--- config.mk ---
export PLATFORM = sky130hd
export DESIGN_NAME = swma_ram
export DESIGN_NICKNAME = d
export VERILOG_FILES = /design/src/hw/rtl/swma_ram.sv
export SDC_FILE = /design/constraint.sdc
export NUM_CORES = 2
export LEC_CHECK = 0
export BUFFER_PORTS_ARGS = -buffer_cell sky130_fd_sc_hd__buf_4
export CORE_ASPECT_RATIO = 0.6
export CORE_MARGIN = 5
export CORE_UTILIZATION = 55
export DETAILED_ROUTE_END_ITERATION = 7
export GPL_ROUTABILITY_DRIVEN = 0
export HOLD_SLACK_MARGIN = 0.06
export PLACE_DENSITY = 0.71
export SLEW_MARGIN = 30
export SYNTH_ARGS = -nofsm -noshare
export SYNTH_HDL_FRONTEND = slang
export SYNTH_SLANG_ARGS = --single-unit
--- constraint.sdc ---
create_clock -name clk -period 2.65 [get_ports clk]
set_input_delay 0.3975 -clock clk [delete_from_list [all_inputs] [get_ports clk]]
set_output_delay 0.3975 -clock clk [all_outputs]
set_load 0.02 [all_outputs]
--- src/hw/rtl/swma_ram.sv ---
// ----------------------------------------------------------------------------
// swma_ram
// Generic simple dual-port RAM: one write port, one read port, registered read.
// ----------------------------------------------------------------------------
module swma_ram #(
  parameter int WIDTH = 8,
  parameter int DEPTH = 256
) (
  input  logic                     clk,
  input  logic                     we,
  input  logic [$clog2(DEPTH)-1:0] waddr,
  input  logic [WIDTH-1:0]         wdata,
  input  logic [$clog2(DEPTH)-1:0] raddr,
  output logic [WIDTH-1:0]         rdata
);

  logic [WIDTH-1:0] mem [DEPTH];

  // Write port and registered read port.
  always_ff @(posedge clk) begin
    if (we) begin
      mem[waddr] <= wdata;
    end
    rdata <= mem[raddr];
  end

endmodule

# After elaboration in Yosys (flattened, before gate mapping)
# Memories as Yosys holds them, arrays and structs flattened. A register that Yosys moved wholly into a read port is not among the register bits.
# Index checks and enable logic that the tools add are counted.
[word_totals]
register_bits = 0
mem_bits_rw = 2048
input_bits = 26
out_inout_bits = 8
wordCells = 3
n_memories = 1
[op_classes]
muxes = 2
[mem_list]
columns = ["name", "words", "word_bits", "rd", "rd_clocked_by_memory_dff", "wr", "line", "text"]
rows = [
  ["mem", 256, 8, 1, 1, 1, "17", "logic [WIDTH-1:0] mem [DEPTH];"],
]
[ops]
columns = ["cell", "n"]
rows = [
  ["two-way mux 1 bit", 2],
]

# Logic depth before layout (Yosys ltp)
[logic_depth]
ltp_word = 2
ltp_mapped = 11
mapped_depth_nobuf = 6

# Worst setup path after synthesis
# OpenSTA, ideal clock, no wires.
[synth_path]
path_type = "input to register"
startpoint = "input port raddr[0]"
endpoint = "register rdata[2], read port of mem"
setup_time_ns = 0.131
arrival_time_ns = 2.204
required_ns = 2.519
slack_ns = 0.315
cell_stages = 9
path_buffers = 4
cell_sequence = "buf_6 -> buf_12 -> buf_8 -> buf_2 -> mux4_2 -> a22oi_1 -> a21oi_1 -> nor4_1 -> nor4_2"
[synth_lines]
columns = ["item", "line", "text"]
rows = [
  ["start, declared", "13", "input logic [$clog2(DEPTH)-1:0] raddr,"],
  ["end, declared", "14", "output logic [WIDTH-1:0] rdata"],
]

==> out/metrics.cfg <==
[outcome]
status = finished clean

[die]
coreArea_mm2 = 0.144
fp-row-count = 108
start_util_pct = 55.2
ios = 34
die_area_mm2 = 0.153
die_w_um = 501
fp.dieH_um = 305

[placement]
dpl_cell_area_mm2 = 0.0873
dp_cells = 6186
post-place-ws_ps = -668
dpl.hpwl_um = 139000
numPortBuffers = 33

[route]
dr.pass1.iters = 5
via_per_inst = 6.48
routed_wl_um = 209000
drtIter0Drc = 6348
vias = 42173
post-route-drc-count = 0
post_drt_wl_per_cell_um = 32.1
ant_nets = 0

[final_layout]
final_nets = 4464
stdcell_area_mm2 = 0.0928
areaGrowthSynthToFinish_pct = 16.6
final_core_util_pct = 64.3
layout-drive-gt1-share_pct = 32.1
instances_no_fill = 6506

[sta]
fmax_ghz = 0.387
hold_violations = 0
slew_headroom_pct = 34.4
min_period_ps = 2580
fin_skew_ps = 34.3
fin_crit_sh_pct = 97.5
final-setup-viol-count = 0
worst_slack_ps = 65.2
final_max_slew_viol_count = 0
rsz0062_at_grt = false
tightest_slew_ps = 977

[cts]
clkLatencyLatePin_ps = 800
cts_tree = yes
clockRootBuffer = clkbuf_16
cts_setup_buffers = 0
htree_levels = 4
clockBufferDepth = 3
clk_pin_slew_ps = 70
cts_sinks = 2056
cts_buffers = 172

[critical_path]
cp_data_required_time_ps = 3340
worst_setup_path_start_kind = primary input
crit_slowest_cell = nor4_1
crit_family = simple AND/OR/NAND/NOR gates
reg2reg_to = rdata[2]
crit-reg2reg-launch = mem[66][2]
cp_cell_sequence = buf_8, buf_12, buf_12, buf_4, mux4_2, nor2b_1, a211oi_1, nor3_1, nor4_1, buf_4, nor4_2
critPathArrivalTime_ps = 3270
r2r_slack_ps = 90
path_buf_inv = 5
cp_slowest_stage_delay_ps = 690
worstSetupPathType = primary input to flip-flop
end_kind = flip-flop
cp_max_fo = 17
rr_worst_depth = 6

[global_routing]
grt_busiest_layer = met1
antenna_found_initial = 13
grt-ovfl-total = 0
grtUsageMet1_pct = 41.6
grt_util_met2_pct = 36.3
grt_pass1_wl_um = 299000
grt_pass1_vias = 41583
grt_max_degree = 111
use_met3_pct = 12.5
track_usage_pct = 27.5

[logic_synthesis]
ys_seq_area_share_pct = 77.5
avgSynthCellArea_um2 = 21.3
synth_top_area_share_pct = 77.3
synth_area_mm2 = 0.0796
synth-edff-count = 2048
ys_ff_latch = 2056
synth_fp_nets = 3759
synth_area_leader_cell = edfxtp_1
synth_cells = 3733
ys_types = 55
synth_most_common_cell = edfxtp_1
synth_ff_type = edfxtp_1
synth_top_cells_by_count = 2048 x edfxtp_1, 454 x mux4_2, 282 x nor2_1, 134 x mux2i_1, 133 x a22oi_1
yosys-top-cells-area = edfxtp_1 77%, mux4_2 13%, mux2i_1 1.7%
yosys_warnings = 0
ys_async_sr_fraction_pct = 0

[pwr]
leakage_uw = 0.0301
ir_worst_vdd_mv = 0.778
power_density_mw_per_mm2 = 698

[worst_hold_path]
hold_path_class = primary input to flip-flop
worstHoldPathCells = 1
whs_endpoint = mem[116][1]
min_from = wdata[1]

[job]
drv_cap = 0

==> flip-flops by register name (all words and copies together), names as in the netlist <==
register / cells
rdata: 8
mem: 2048
==> worst max-delay path by stage <==
stage	startpoint	to	slack [ps]	depth (start not counted)
CTS	mem[66][2]	rdata[2]	70	6
global route	raddr[0]	rdata[1]	90	10
global placement	raddr[0]	rdata[2]	-830	11
finish	raddr[0]	rdata[2]	70	11
detailed placement	raddr[0]	rdata[1]	-670	10
floorplan	raddr[0]	rdata[2]	310	9
==> layer usage <==
| metal | up-vias | share of wire (%) |
|---|---|---|
| met5 | - | 0.13 |
| li1 | 17077 | - |
| met1 | 21784 | 39 |
| met3 | 315 | 17 |
| met4 | 10 | 2.6 |
| met2 | 2987 | 41 |
==> what timing repair did <==
item,in CTS,in global routing
hold endpoints to repair,57,0
resized for setup,1,0
hold buffers,3,0
setup endpoints to repair,1,0
==> kinds of logic after synthesis <==
family,after synthesis,share of synthesized area (%)
AND/OR/NAND/NOR,466,2.63
multiplexers,591,14.6
flip-flops,2056,77.5
buffers and inverters,235,1.83
AO/OA/AOI/OAI,385,3.42
==> stage by stage <==
stage	TNS [ps]	power (µW)	hold slack, ps
after floorplan	0	38300	496
after CTS	0	64900	101
final	0	64700	117
after detailed placement	-3590	40400	763
after global placement	-3580	40300	759
after global routing	0	66600	127
==> power breakdown <==
group / switching [µW] / internal (µW) / leakage [µW]
clock network: 11600 / 13400 / 0.00262
registers: 55.0 / 35800 / 0.0185
logic: 2360 / 1570 / 0.00900
total: 14000 / 50700 / 0.0301
==> cells in the final DEF (no fill, tap or decap), types with 8 or more instances in the layout <==
| master | n |
|---|---|
| buf_4 | 675 |
| nand4_1 | 10 |
| nor4_1 | 23 |
| clkinv_2 | 24 |
| mux2i_1 | 134 |
| a22o_1 | 8 |
| edfxtp_1 | 2048 |
| nor3_1 | 21 |
| o211ai_1 | 10 |
| nor2_1 | 279 |
| o221ai_1 | 46 |
| a21oi_1 | 96 |
| nand2_1 | 33 |
| o22ai_1 | 28 |
| nand3_1 | 34 |
| clkbuf_1 | 39 |
| dfxtp_1 | 8 |
| a221oi_1 | 13 |
| a22oi_1 | 133 |
| a211oi_1 | 16 |
| bufinv_16 | 12 |
| o21ai_0 | 10 |
| mux4_2 | 454 |
| nand2b_1 | 8 |
| clkbuf_16 | 175 |
| buf_12 | 76 |
| clkinv_1 | 40 |
| nor2b_1 | 28 |
==> cell type report <==
cell class / instances / area [µm²]
clock inverter: 96 / 883
antenna: 7 / 17.5
clock buffer: 214 / 4530
tap: 1925 / 2410
sequential: 2056 / 61700
multi-input combinational: 1442 / 16500
timing repair buffer: 764 / 6760
inverter: 2 / 7.51
fill: 9285 / 51400
Power figures use the tool's default switching activity.
